<file path="config.mk">
export PLATFORM = sky130hd
export DESIGN_NAME = chord_progression_walker
export DESIGN_NICKNAME = d
export VERILOG_FILES = /design/src/rtl/cpw_pkg.sv /design/src/rtl/chord_progression_walker.sv
export SDC_FILE = /design/constraint.sdc
export NUM_CORES = 1
export LEC_CHECK = 0
export BUFFER_PORTS_ARGS = -buffer_cell sky130_fd_sc_hd__buf_2
export CORE_AREA = 5 5 150 152
export DETAILED_ROUTE_END_ITERATION = 7
export DIE_AREA = 0 0 155 157
export PLACE_DENSITY = 0.69
export SLEW_MARGIN = 10
export SYNTH_ARGS = -nofsm -noshare
export SYNTH_HDL_FRONTEND = slang
export SYNTH_SLANG_ARGS = --single-unit
</file>
<file path="constraint.sdc">
create_clock -name clk -period 35.1 [get_ports clk]
set_input_delay 10.53 -clock clk [delete_from_list [all_inputs] [get_ports clk]]
set_output_delay 10.53 -clock clk [all_outputs]
set_load 0.03 [all_outputs]
</file>
<file path="src/rtl/cpw_pkg.sv">
package cpw_pkg;

  typedef logic [2:0] degree_t;
  typedef logic [6:0] note_t;
  typedef logic [3:0] weight_t;

  localparam int unsigned NUM_DEGREES = 7;
  localparam int unsigned CFG_IDX_W   = 8;
  localparam int unsigned CFG_DATA_W  = 49;

  // register indexes
  localparam logic [CFG_IDX_W-1:0] REG_PHRASE_LENGTH    = 8'd0;
  localparam logic [CFG_IDX_W-1:0] REG_WANDER_THRESHOLD = 8'd1;
  localparam logic [CFG_IDX_W-1:0] REG_SCALE_NOTES      = 8'd2;
  localparam logic [CFG_IDX_W-1:0] REG_SCALE_SIZE       = 8'd3;

  // register reset values
  localparam logic [5:0]  RST_PHRASE_LENGTH    = 6'd4;
  localparam logic [16:0] RST_WANDER_THRESHOLD = 17'd6554;
  localparam logic [48:0] RST_SCALE_NOTES      = 49'd261458125199664;
  localparam logic [2:0]  RST_SCALE_SIZE       = 3'd7;

  localparam degree_t DEG_TONIC    = 3'd0;
  localparam degree_t DEG_DOMINANT = 3'd4;

  typedef weight_t trans_row_t [NUM_DEGREES];

  // transition weights, row is the previous degree
  localparam trans_row_t TRANS [NUM_DEGREES] = '{
    '{4'd0, 4'd2, 4'd1, 4'd3, 4'd3, 4'd3, 4'd0},
    '{4'd0, 4'd0, 4'd0, 4'd1, 4'd4, 4'd0, 4'd1},
    '{4'd0, 4'd0, 4'd0, 4'd2, 4'd0, 4'd3, 4'd0},
    '{4'd2, 4'd2, 4'd0, 4'd0, 4'd3, 4'd1, 4'd0},
    '{4'd4, 4'd0, 4'd0, 4'd1, 4'd0, 4'd2, 4'd0},
    '{4'd0, 4'd2, 4'd1, 4'd3, 4'd2, 4'd0, 4'd0},
    '{4'd3, 4'd0, 4'd1, 4'd0, 4'd0, 4'd0, 4'd0}
  };

  // sum of each row, all rows stay below 16
  localparam weight_t ROW_SUM [NUM_DEGREES] = '{
    4'd12, 4'd6, 4'd5, 4'd8, 4'd7, 4'd8, 4'd4
  };

  // first degree whose running weight sum exceeds r
  function automatic degree_t table_pick(input degree_t row, input weight_t r);
    weight_t acc;
    logic    found;
    degree_t res;
    acc   = '0;
    found = 1'b0;
    res   = DEG_TONIC;
    for (int i = 0; i < NUM_DEGREES; i++) begin
      acc = acc + TRANS[row][i];
      if (!found && (r < acc)) begin
        res   = degree_t'(i);
        found = 1'b1;
      end
    end
    return res;
  endfunction

  // degree modulo scale size, degree below 7 and size at least 1
  function automatic degree_t degree_mod(input degree_t deg, input logic [2:0] size);
    degree_t s;
    s = deg;
    for (int i = 0; i < NUM_DEGREES - 1; i++) begin
      if (s >= size) begin
        s = s - size;
      end
    end
    return s;
  endfunction

endpackage

</file>
<file path="src/rtl/chord_progression_walker.sv">
// path: a taken word waits in the input register, then its chord loads the result register
// throughput: one word per cycle while in_stall is low; ticks with no chord make no result
// the input register and the result register are decoupled, so a waiting result does not
// block the next word unless that word also makes a chord
// reset (rst, synchronous, active high) clears both stages, phrase position and previous
// degree, and loads the register defaults; config writes are always ready
module chord_progression_walker import cpw_pkg::*; #(
  parameter int unsigned PHRASE_MAX = 32
) (
  input  logic                  clk,
  input  logic                  rst,
  // config write channel
  input  logic                  cfg_valid,
  output logic                  cfg_ready,
  input  logic [CFG_IDX_W-1:0]  cfg_index,
  input  logic [CFG_DATA_W-1:0] cfg_data,
  // tick input channel
  input  logic                  in_valid,
  output logic                  in_stall,
  input  logic                  running,
  input  logic [15:0]           chance,
  input  logic [15:0]           pick,
  // chord output channel
  output logic                  out_valid,
  input  logic                  out_stall,
  output note_t                 note,
  output degree_t               degree
);

  // position counter width and the width used for phrase compares
  localparam int unsigned POS_W  = (PHRASE_MAX > 1) ? $clog2(PHRASE_MAX) : 1;
  localparam int unsigned LEN_W  = $clog2(PHRASE_MAX + 1);
  localparam int unsigned CMP_W  = (LEN_W > 6) ? LEN_W : 6;

  // configuration registers
  logic [5:0]  phrase_length;
  logic [16:0] wander_threshold;
  logic [48:0] scale_notes;
  logic [2:0]  scale_size;

  // walker state
  logic [POS_W-1:0] phrase_position;
  degree_t          prev_degree;

  // input register
  logic        s1_valid;
  logic        s1_running;
  logic [15:0] s1_chance;
  logic [15:0] s1_pick;

  logic in_accept;
  logic cfg_write;
  logic fire;
  logic out_free;
  logic s1_move;

  assign cfg_ready = 1'b1;
  assign cfg_write = cfg_valid && cfg_ready;

  // a result slot is free when empty or being drained this cycle
  assign out_free  = !out_valid || !out_stall;
  // a word that makes no chord never waits for the result slot
  assign fire      = s1_valid && s1_running && (scale_size != 3'd0);
  assign s1_move   = !fire || out_free;
  assign in_stall  = s1_valid && !s1_move;
  assign in_accept = in_valid && !in_stall;

  // effective phrase length, saturated to 1..PHRASE_MAX
  logic [CMP_W-1:0] len_ext;
  logic [CMP_W-1:0] phrase;
  logic [CMP_W-1:0] k_cur;
  logic [CMP_W-1:0] k_inc;
  logic [CMP_W-1:0] k_next;

  always_comb begin
    len_ext = CMP_W'(phrase_length);
    if (len_ext == '0) begin
      phrase = CMP_W'(1);
    end else if (len_ext > CMP_W'(PHRASE_MAX)) begin
      phrase = CMP_W'(PHRASE_MAX);
    end else begin
      phrase = len_ext;
    end
    // a stale position past the phrase end restarts the phrase
    k_cur  = (CMP_W'(phrase_position) >= phrase) ? '0 : CMP_W'(phrase_position);
    k_inc  = k_cur + CMP_W'(1);
    k_next = (k_inc >= phrase) ? '0 : k_inc;
  end

  // degree draw
  degree_t     from_row;
  logic        wander;
  logic [18:0] uni_prod;
  logic [19:0] tbl_prod;
  degree_t     drawn;
  degree_t     deg_sel;
  degree_t     slot;
  note_t       scale_tab [NUM_DEGREES];

  always_comb begin
    from_row = (prev_degree > 3'd6) ? DEG_TONIC : prev_degree;
    wander   = {1'b0, s1_chance} < wander_threshold;
    // pick * 7 as shift and subtract
    uni_prod = {s1_pick, 3'b000} - {3'b000, s1_pick};
    tbl_prod = {4'b0000, s1_pick} * {16'h0000, ROW_SUM[from_row]};
    if (wander) begin
      drawn = uni_prod[18:16];
    end else begin
      drawn = table_pick(from_row, tbl_prod[19:16]);
    end

    // tonic opens the phrase, dominant closes it
    if (k_cur == '0) begin
      deg_sel = DEG_TONIC;
    end else if (k_cur == phrase - CMP_W'(1)) begin
      deg_sel = DEG_DOMINANT;
    end else begin
      deg_sel = drawn;
    end

    slot = degree_mod(deg_sel, scale_size);
    for (int i = 0; i < NUM_DEGREES; i++) begin
      scale_tab[i] = scale_notes[7*i +: 7];
    end
  end

  // config registers and walker state
  always_ff @(posedge clk) begin
    if (rst) begin
      phrase_length    <= RST_PHRASE_LENGTH;
      wander_threshold <= RST_WANDER_THRESHOLD;
      scale_notes      <= RST_SCALE_NOTES;
      scale_size       <= RST_SCALE_SIZE;
      phrase_position  <= '0;
      prev_degree      <= DEG_TONIC;
    end else begin
      // chord emitted: advance the walk
      if (fire && out_free) begin
        prev_degree     <= deg_sel;
        phrase_position <= k_next[POS_W-1:0];
      end
      if (cfg_write) begin
        unique case (cfg_index)
          REG_PHRASE_LENGTH: begin
            phrase_length   <= cfg_data[5:0];
            phrase_position <= '0;
          end
          REG_WANDER_THRESHOLD: wander_threshold <= cfg_data[16:0];
          REG_SCALE_NOTES:      scale_notes      <= cfg_data[48:0];
          REG_SCALE_SIZE:       scale_size       <= cfg_data[2:0];
          default: begin
          end
        endcase
      end
    end
  end

  // input register
  always_ff @(posedge clk) begin
    if (rst) begin
      s1_valid <= 1'b0;
    end else if (in_accept) begin
      s1_valid <= 1'b1;
    end else if (s1_move) begin
      s1_valid <= 1'b0;
    end
  end

  always_ff @(posedge clk) begin
    if (in_accept) begin
      s1_running <= running;
      s1_chance  <= chance;
      s1_pick    <= pick;
    end
  end

  // result register
  always_ff @(posedge clk) begin
    if (rst) begin
      out_valid <= 1'b0;
    end else if (out_free) begin
      out_valid <= fire;
    end
  end

  always_ff @(posedge clk) begin
    if (fire && out_free) begin
      note   <= scale_tab[slot];
      degree <= deg_sel;
    end
  end

endmodule

</file>
== After elaboration in Yosys (flattened, before gate mapping) ==
Memory sizes are Yosys's and may differ from the RTL's.
Index checks and enable logic that the tools add are counted.

* Bits in registers: 128
* Memories kept: 2
* Word-level logic and storage cells: 134
* Bits of input ports: 95
* Memory bits (read-only): 256

{| class="wikitable"
|+ Memories
! memory !! depth !! width !! read ports !! clocked after memory_dff !! wr ports !! RTL line !! source
|-
| (name not given) || 8 || 28 || 1 || 0 || 0 || cpw_pkg.sv:53 || <nowiki>acc = acc + TRANS[row][i];</nowiki>
|-
| (name not given) || 8 || 4 || 1 || 0 || 0 || chord_progression_walker.sv:105 || <nowiki>tbl_prod = {4'b0000, s1_pick} * {16'h0000, ROW_SUM[from_row]};</nowiki>
|}

* Equal/unequal tests: 4
* $mul: 1
* Reduce and logical (&&, ||, !) cells: 33
* Add/subtract/negate cells: 15
* Bitwise gates (word level): 2
* Magnitude comparators: 20
* Multiplexer cells: 44

{| class="wikitable"
|+ Operators with widths
! kind !! count
|-
| $mux 28 || 2
|-
| $mux 3 || 15
|-
| $lt 4x4->1 || 7
|-
| $mux 5 || 5
|-
| $add 4x4->4 || 6
|-
| $bmux 7 s3 || 1
|-
| $mul 16x4->20 || 1
|-
| $sub 19x16->19 || 1
|-
| $ge 3x3->1 || 6
|-
| $sub 3x3->3 || 6
|-
| $lt 16x17->1 || 1
|-
| $eq 8x2->1 const B || 2
|-
| $mux 1 || 15
|-
| $mux 7 || 2
|-
| $logic_not 6->1 || 2
|-
| $mux 6 || 2
|-
| $logic_and 1x1->1 || 11
|-
| $logic_not 1->1 || 11
|-
| $eq 8x1->1 const B || 1
|-
| $ge 4x4->1 const B || 2
|-
| $logic_not 8->1 || 1
|-
| $mux 4 || 2
|-
| $not 3->4 || 2
|-
| $reduce_and 2->1 || 4
|-
| other kinds (10) || 11
|}

== Longest topological paths before layout ==
Gate-level depths: netlist of run 1.

* Word-level depth: 52
* Mapped depth: 78

== Worst setup path after synthesis of run 1 ==
OpenSTA, ideal clock, no wires.

* Kind: input to output
* From: in out_stall
* To: out in_stall
* Setup slack: 13.489 ns
* Required time: 24.570 ns
* Arrival time: 11.081 ns
* Stages on the path: 2
* Buffers on the path: 0
* Path through: nand2_1 -> nor2_1

* Cells in the longest elaborated chain, start to end: 5

{| class="wikitable"
|+ Ends and longest elaborated chain
! element !! RTL line !! source
|-
| from (decl) || chord_progression_walker.sv:25 || <nowiki>input logic out_stall,</nowiki>
|-
| $logic_not 1->1 || chord_progression_walker.sv:61 || <nowiki>assign out_free = !out_valid || !out_stall;</nowiki>
|-
| $logic_or 1x1->1 || chord_progression_walker.sv:61 ||
|-
| $logic_or 1x1->1 || chord_progression_walker.sv:64 || <nowiki>assign s1_move = !fire || out_free;</nowiki>
|-
| $logic_not 1->1 || chord_progression_walker.sv:65 || <nowiki>assign in_stall = s1_valid && !s1_move;</nowiki>
|-
| $logic_and 1x1->1 || chord_progression_walker.sv:65 ||
|-
| to (decl) || chord_progression_walker.sv:19 || <nowiki>output logic in_stall,</nowiki>
|}

Every way passes these cells.

== Worst setup path in the final report of run 1 ==
Ends and elaborated chain as after synthesis.

==> impl_results.md, run 1 <==
- Worst setup SP type: input port
- Sequential share of power: 32.8%
- Power Dens Cells: 41.75 nW/µm²
- DP Cell Count: 1,536
- IO Count: 108
- Leakage: 5.341 nW
- Distinct cells, synth: 90
- Worst Skew: 0.01275 ns
- Switching power: 0.1598 mW
- Mapped Area: 10,260 µm²
- Post-cts sizing count: 0
- Pre-CTS WS: 13.39 ns
- WHS Path Cells: 2
- Fill count: 1,907
- Crit. path cell count: 4
- Initial drt markers: 461
- Max-cap violations: 0
- Hold Crit Class: flop to flop
- Internal power: 0.3252 mW
- Fin cells: 1,568
- Ys flop type: dfxtp_1
- Switching share of power: 32.95%
- Worst-path fanout max: 3
- DRC violations left: 0
- Hold-fix buffers at CTS: 0
- Clk sinks: 128
- Die area: 24,340 µm²
- R2R Setup Slk: 16.77 ns
- Clock latency at the later pin of the worst-skew pair: 0.43 ns
- Worst Tran Pin Value: 1.097 ns
- Max IR drop VDD: 0.03543 mV
- GRT Total Usage: 19.97%
- Status: finished clean
- PnR worst setup slack: 13.39 ns
- Post-synthesis cell count: 1,192
- Overflow after GRT: 0
- DR vias/cell: 5.522
- Area delta synth->final: 13.19%
- Hold WS: 0.4549 ns
- Post-synth EDFFs: 43
- DP Wirelength: 18,410 µm
- Setup Viol. Count Final: 0
- First-pass GRT wire length: 40,010 µm
- Antenna cells: 0
- Final period util: 61.85%
- Most numerous cell in the Yosys netlist: nand2_1
- CP cell instances: buf_2 -> nand2_1 -> nor2_1 -> buf_2
- RSZ-0062 raised after global routing: no
- Routed WL: 24,300 µm
- Nets@finish: 1,514
- Yosys reg bits: 128
- CTS H-tree lvls: 4
- Via count: 8,658
- Sum Neg Setup Slack: 0 ns
- WS Path Type: input port to output port
- Die Wd: 155 µm
- I/O Buffers: 106
- Fraction of layout cells with a size suffix above 1: 14.85%
- Comb pwr share: 29.0%
- Row cnt: 53
- Synth top area cells: dfxtp_1 (17%), ha_1 (13%), edfxtp_1 (13%)
- Register-to-Register Path Depth: 65
- Final Hold Viols: 0
- Die height: 157 µm
- Core area: 20,890 µm²
- Inserted Clock Buffers: 17
- CP Buf/Inv Count: 2
- Antenna violations before repair: 0
- CTS tree: done
- Largest net degree at the start of global routing: 86
- Cell taking the most area after synthesis: dfxtp_1
- Synthesis warning total: 0
- Sequential share of the synthesized area: 29.17%
- Wire length per cell: 15.50 µm
- Clock Path Buffers: 2
- Final Max Slew Viols: 0
- Min Tclk post-route: 21.71 ns
- Nature of the critical path endpoint: output port
- Delay of the slowest critical-path stage: 0.26 ns
- Top Family by Delay on Critical Path: buffers and inverters
- Initial core utilization: 49.12%
- WP data required: 24.57 ns
- Synthesized net count: 1,426
- Share of the synthesized area in the top cell type: 16.58%
- Worst Path Arrival: 11.18 ns
- Root buffer cell: clkbuf_16
- Worst-path clk slew: 0.07 ns
- Final GP Congestion: 0.8587
- Clock Power Share: 38.2%
- Cell mode on critical path: buf_2
- Highest Clock Rate: 0.04606 GHz
- Post-DRT Antenna Nets: 0
- Ys async rst share: 0%
- CP max stage cell: buf_2
- DR pass1 iterations: 5
- Post-synth top cells: nand2_1 (196), inv_1 (120), ha_1 (105)
- Relative slew margins: 26.68%
- Vias in the first global route: 8,274
- Avg Inst Size Synth: 8.608 µm²
- Setup bufs post-CTS: 0
==> registers in the layout, indices dropped and copies added (netlist names) <==
name              flops
out_valid             1
scale_size            3
degree                3
s1_valid              1
phrase_position       5
note                  7
len_ext               6
wander_threshold     17
prev_degree           3
s1_chance            16
scale_notes          49
s1_pick              16
s1_running            1
==> tightest hold or removal path: stages (launching register included) <==
cell and delay (ns):
dfxtp_1 0.31, nand2_1 0.05, a21oi_1 0.05
==> layout by cell type (no fill, tap or decap), types with 34 or more instances in the layout <==
master and n:
ha_1 105, inv_1 120, nor2_1 86, a21oi_1 78, buf_2 106, edfxtp_1 43, fa_1 34, nand2_1 196
dfxtp_1 85, nand3b_1 39
==> layout make-up <==
| class | count | area [µm²] | area share, % |
|---|---|---|---|
| clock buffers | 20 | 489.2 | 4.212 |
| clock inverters | 12 | 133.9 | 1.153 |
| inverters | 125 | 471.7 | 4.061 |
| multi-input cells | 899 | 6630 | 57.08 |
| flip-flops and latches | 128 | 2993 | 25.77 |
| well taps | 275 | 344.1 | 2.962 |
| repair buffers | 109 | 553.0 | 4.761 |
==> metrics by stage <==
step	power, mW	instance area [µm²]	utilization (%)
after floorplan	0.2681	10260	-
after global placement	0.2981	10990	52.62
after detailed placement	0.3017	10990	52.62
after CTS	0.4871	11610	55.60
after global routing	0.5138	11610	55.60
final	0.4849	11610	55.60
==> worst paths after layout <==
path,start,endpoint
worst max-delay path,out_stall,in_stall
worst min-delay path,scale_notes[36]$_SDFFE_PP0P_,scale_notes[36]$_SDFFE_PP0P_
worst min register to register,scale_notes[36]$_SDFFE_PP0P_,scale_notes[36]$_SDFFE_PP0P_
worst max register to register,prev_degree[1]$_SDFFE_PP0P_,note[6]$_DFFE_PP_
==> kinds of logic (layout without fill, tap and decap cells) <==
logic type / after synthesis / in the layout / synth area share [%]
and+or+nand+nor: 447 / 447 / 20.86
xor gates and xnor gates: 24 / 24 / 2.195
buffers and inverters: 165 / 266 / 6.450
other: 1 / 1 / 0.03655
adders and majority gates: 139 / 139 / 19.44
DFF: 128 / 128 / 29.17
AOI/OAI and AO/OA: 246 / 246 / 16.75
muxes: 42 / 42 / 5.097
==> power by group through the flow <==
stage / logic [mW] / registers, mW / clock network (mW)
2_1_floorplan: 0.106 / 0.162 / 0
3_3_place_gp: 0.136 / 0.162 / 0
3_5_place_dp: 0.139 / 0.162 / 0
4_1_cts: 0.141 / 0.159 / 0.188
5_1_grt: 0.160 / 0.159 / 0.194
6_report: 0.141 / 0.159 / 0.185
==> layer usage <==
layer | vias up | track usage (%) | routed length [µm]
met5 | - | 0 | 0
met4 | 0 | 6.392 | 463
li1 | 4318 | - | -
met1 | 4107 | 28.05 | 11800
met2 | 202 | 31.81 | 11050
met3 | 31 | 2.997 | 988
(Power assumes the default switching activity.)
==> inputs of run 2 (changes only) <==
--- a/config.mk
+++ b/config.mk
@@ -5,10 +5,11 @@
 export SDC_FILE = /design/constraint.sdc
 export NUM_CORES = 1
 export LEC_CHECK = 0
+export ABC_AREA = 1
 export BUFFER_PORTS_ARGS = -buffer_cell sky130_fd_sc_hd__buf_2
-export CORE_AREA = 5 5 150 152
+export CORE_AREA = 5 5 148 150
 export DETAILED_ROUTE_END_ITERATION = 7
-export DIE_AREA = 0 0 155 157
+export DIE_AREA = 0 0 153 155
 export PLACE_DENSITY = 0.69
 export SLEW_MARGIN = 10
 export SYNTH_ARGS = -nofsm -noshare
==> constraint.sdc (replaced) <==
create_clock -name clk -period 21.5 [get_ports clk]
set_input_delay 6.45 -clock clk [delete_from_list [all_inputs] [get_ports clk]]
set_output_delay 6.45 -clock clk [all_outputs]
set_load 0.03 [all_outputs]
==> run 2 against run 1 <==
Effect of this change: non-clock buffer count is 1 higher; worst hold slack worse by 0.0013 ns; sequential cell count stayed put; clock skew is 0.0047 ns lower; routed wire length is 5.1% lower; clock power is 50% higher; largest power group unchanged; register-to-register slack worse by 9.0 ns; sequential power is 64% higher; first-iteration DRC count is 9.1% higher; worst setup slack worse by 5.6 ns; clock-buffer cell count is 1 lower; sequential share of layout area is 0.54 points higher.
==> impl_results.md, run 2 <==
- Worst Skew: 0.008001 ns (-0.004746 ns)
- Commonest non-fill, non-tap cell in the layout: nand2_1
- First-pass GRT wire length: 39,080 µm (-2.3%)
- WHS Endpoint: scale_notes[17]$_SDFFE_PP0P_
- DR vias/cell: 5.034 (-8.8%)
- Leading cell types in the layout, fill and taps excluded: nand2_1 (265), inv_1 (237), nand3_1 (107), buf_2 (106), ha_1 (105)
- GRT met3 Usage: 3.255% (+0.26 points)
- Clock latency at the later pin of the worst-skew pair: 0.42 ns (about the same)
- Avg Inst Size Synth: 7.556 µm² (-12%)
- Antenna violations before repair: 0 (unchanged)
- Synthesis warning total: 0 (unchanged)
- Wire length per cell: 13.45 µm (-13%)
- FF-to-FF Start: prev_degree[1]$_SDFFE_PP0P_
- Antenna cells: 0 (unchanged)
- Worst-path clk slew: 0.06 ns (about the same)
- Overflow after GRT: 0 (unchanged)
- Synth top area cells: dfxtp_1 (17%), ha_1 (13%), edfxtp_1 (13%)
- Inserted Clock Buffers: 17 (unchanged)
- Cell taking the most area after synthesis: dfxtp_1
- Setup Viol. Count Final: 0 (unchanged)
- Relative slew margins: 40.97% (+14 points)
- Ys flop type: dfxtp_1
- Max IR drop VDD: 0.06135 mV (+73%)
- DRC violations left: 0 (unchanged)
- Initial drt markers: 503 (+9.1%)
- Root buffer cell: clkbuf_16
- Switching share of power: 35.76% (+2.8 points)
- Mapped Area: 10,070 µm² (-1.8%)
- CTS tree: done
- Nets@finish: 1,661 (+9.7%)
- Final Hold Viols: 0 (unchanged)
- Comb pwr share: 33.6% (+4.6 points)
- Worst Tran Pin Value: 0.8853 ns (-0.2119 ns)
- Switching power: 0.2897 mW (+81%)
- WP data required: 21.67 ns (-2.90 ns)
- Die Wd: 153 µm (-1.3%)
- Cell mode on critical path: nand2_1
- Worst setup SP type: flop
- Fraction of layout cells with a size suffix above 1: 14.24% (-0.61 points)
- Power Dens Cells: 71.23 nW/µm² (+71%)
- Status: finished clean
- DR pass1 iterations: 5 (unchanged)
- Post-synth EDFFs: 43 (unchanged)
- IO Count: 108 (unchanged)
- Largest net degree at the start of global routing: 75 (-13%)
- Top reg by flops: scale_notes
- R2R Setup Slk: 7.82 ns (-8.95 ns)
- Largest register FFs: 49 (unchanged)
- Worst Path Arrival: 13.86 ns (+2.68 ns)
- CTS H-tree lvls: 4 (unchanged)
- Synthesized net count: 1,567 (+9.9%)
- CP max stage cell: xor2_1
- GRT Max-Usage Layer: met2
- Clock Path Buffers: 2 (unchanged)
- Hold WS: 0.4536 ns (-0.001346 ns)
- Initial core utilization: 49.00% (-0.13 points)
- Post-synthesis cell count: 1,333 (+12%)
- Share of the synthesized area in the top cell type: 16.89% (+0.31 points)
- Delay of the slowest critical-path stage: 0.59 ns (+0.33 ns)
- Hold Path Origin: scale_notes[17]$_SDFFE_PP0P_
- Die area: 23,720 µm² (-2.5%)
- Internal power: 0.5205 mW (+60%)
- Core area: 20,560 µm² (-1.6%)
- GRT Total Usage: 19.81% (-0.15 points)
- Sum Neg Setup Slack: 0 ns (unchanged)
- Sequential share of the synthesized area: 29.71% (+0.55 points)
- GR Util met1: 27.03% (-1.0 points)
- Via count: 8,634 (-0.28%)
- RSZ-0062 raised after global routing: no
- Clock Power Share: 34.2% (-4.0 points)
- Routed WL: 23,070 µm (-5.1%)
- Setup bufs post-CTS: 0 (unchanged)
- Final GP Congestion: 0.8415 (-2.0%)
- DP Wirelength: 18,080 µm (-1.8%)
- Post-DRT Antenna Nets: 0 (unchanged)
- Register-to-Register Path Depth: 77 (+18%)
- Largest regs: scale_notes (49), wander_threshold (17)
- FF-to-FF End: note[0]$_DFFE_PP_
- Final Max Slew Viols: 0 (unchanged)
- Nature of the critical path endpoint: flop
- Yosys reg bits: 128 (unchanged)
- Sequential share of power: 32.2% (-0.6 points)
- Row cnt: 53 (unchanged)
- Area delta synth->final: 12.94%
- Max-cap violations: 0 (unchanged)
- Post-synth top cells: nand2_1 (265), inv_1 (238), nand3_1 (107)
- Min Tclk post-route: 13.68 ns
- Die height: 155 µm (-1.3%)
- Clk sinks: 128 (unchanged)
- Grt met2 use: 32.37% (+0.56 points)
- WS Path Type: flop to flop
- Ys async rst share: 0% (unchanged)
- Pwr Total: 0.8103 mW (+67%)
- Final period util: 63.64%
- Hold Crit Class: flop to flop
- Vias in the first global route: 8,362 (+1.1%)
- Hold-fix buffers at CTS: 0 (unchanged)
- WHS Path Cells: 2 (unchanged)
- Leakage: 5.885 nW (+10%)
- Post-cts sizing count: 0 (unchanged)
- Highest Clock Rate: 0.07309 GHz
- Worst-path fanout max: 22 (+19)
- I/O Buffers: 106 (unchanged)
- Most numerous cell in the Yosys netlist: nand2_1
- Distinct cells, synth: 57 (-37%)
run 2: critical path: cells and delay by family, from the launching register on:
| family | cells | cell delay (ns) |
|---|---|---|
| XOR/XNOR | 1 | 0.59 |
| flip-flops | 1 | 0.54 |
| buffers and inverters | 16 | 1.59 |
| adder cells (fa/ha/maj) | 11 | 3.82 |
| AO/OA/AOI/OAI | 21 | 4.04 |
| AND/OR/NAND/NOR | 28 | 2.81 |
run 2: area by class of cell:
type / count / area (µm²)
Clock buffer: 19 / 442.9
Clock inverter: 13 / 125.1
Fill cell: 1944 / 9181
Inverter: 250 / 938.4
Multi-Input combinational cell: 920 / 5972
Sequential cell: 128 / 2993
Tap cell: 275 / 344.1
Timing Repair Buffer: 110 / 560.5
run 2: cells by family (layout without fill, tap and decap cells):
| kind of cell | after synthesis | count (layout) | synth area share, % |
|---|---|---|---|
| compound gates | 224 | 224 | 13.53 |
| xor+xnor | 24 | 24 | 2.422 |
| fa+ha+maj | 139 | 139 | 19.80 |
| buf+inv | 285 | 392 | 11.07 |
| flops | 128 | 128 | 29.71 |
| other cells | 1 | 1 | 0.03723 |
| simple gates | 532 | 532 | 23.43 |
run 2: worst max path at each step:
stage               slack (ns)                 to                         from
finish                    7.82  note[0]$_DFFE_PP_  prev_degree[1]$_SDFFE_PP0P_
global route              6.51  note[5]$_DFFE_PP_  prev_degree[0]$_SDFFE_PP0P_
CTS                       7.89  note[0]$_DFFE_PP_  prev_degree[1]$_SDFFE_PP0P_
detailed placement        7.91  note[4]$_DFFE_PP_  prev_degree[1]$_SDFFE_PP0P_
global placement          8.11           in_stall                    out_stall
floorplan                 8.07           in_stall                    out_stall
run 2: per-stage QoR:
| step | util (%) | worst slack, ns | instances | area (µm²) |
|---|---|---|---|---|
| after global routing | 55.34 | 6.509 | 1715 | 11380 |
| after global placement | 52.57 | 8.112 | 1683 | 10810 |
| after CTS | 55.34 | 7.889 | 1715 | 11380 |
| after floorplan | - | 8.067 | 1333 | 10070 |
| after detailed placement | 52.57 | 7.913 | 1683 | 10810 |
| final | 55.34 | 7.818 | 1715 | 11380 |
run 2: layer usage:
| layer | vias to the layer above | share of wire, % |
|---|---|---|
| met3 | 38 | 4.5 |
| met2 | 193 | 46 |
| li1 | 4511 | - |
| met4 | 0 | 1.8 |
| met1 | 3892 | 48 |
| met5 | - | 0 |
run 2: power groups by stage:
stage	Combinational, mW	Clock [mW]	Sequential [mW]
floorplan	0.210	0	0.265
global placement	0.267	0	0.266
detailed placement	0.271	0	0.266
CTS	0.274	0.282	0.261
global route	0.320	0.293	0.261
finish	0.272	0.277	0.261
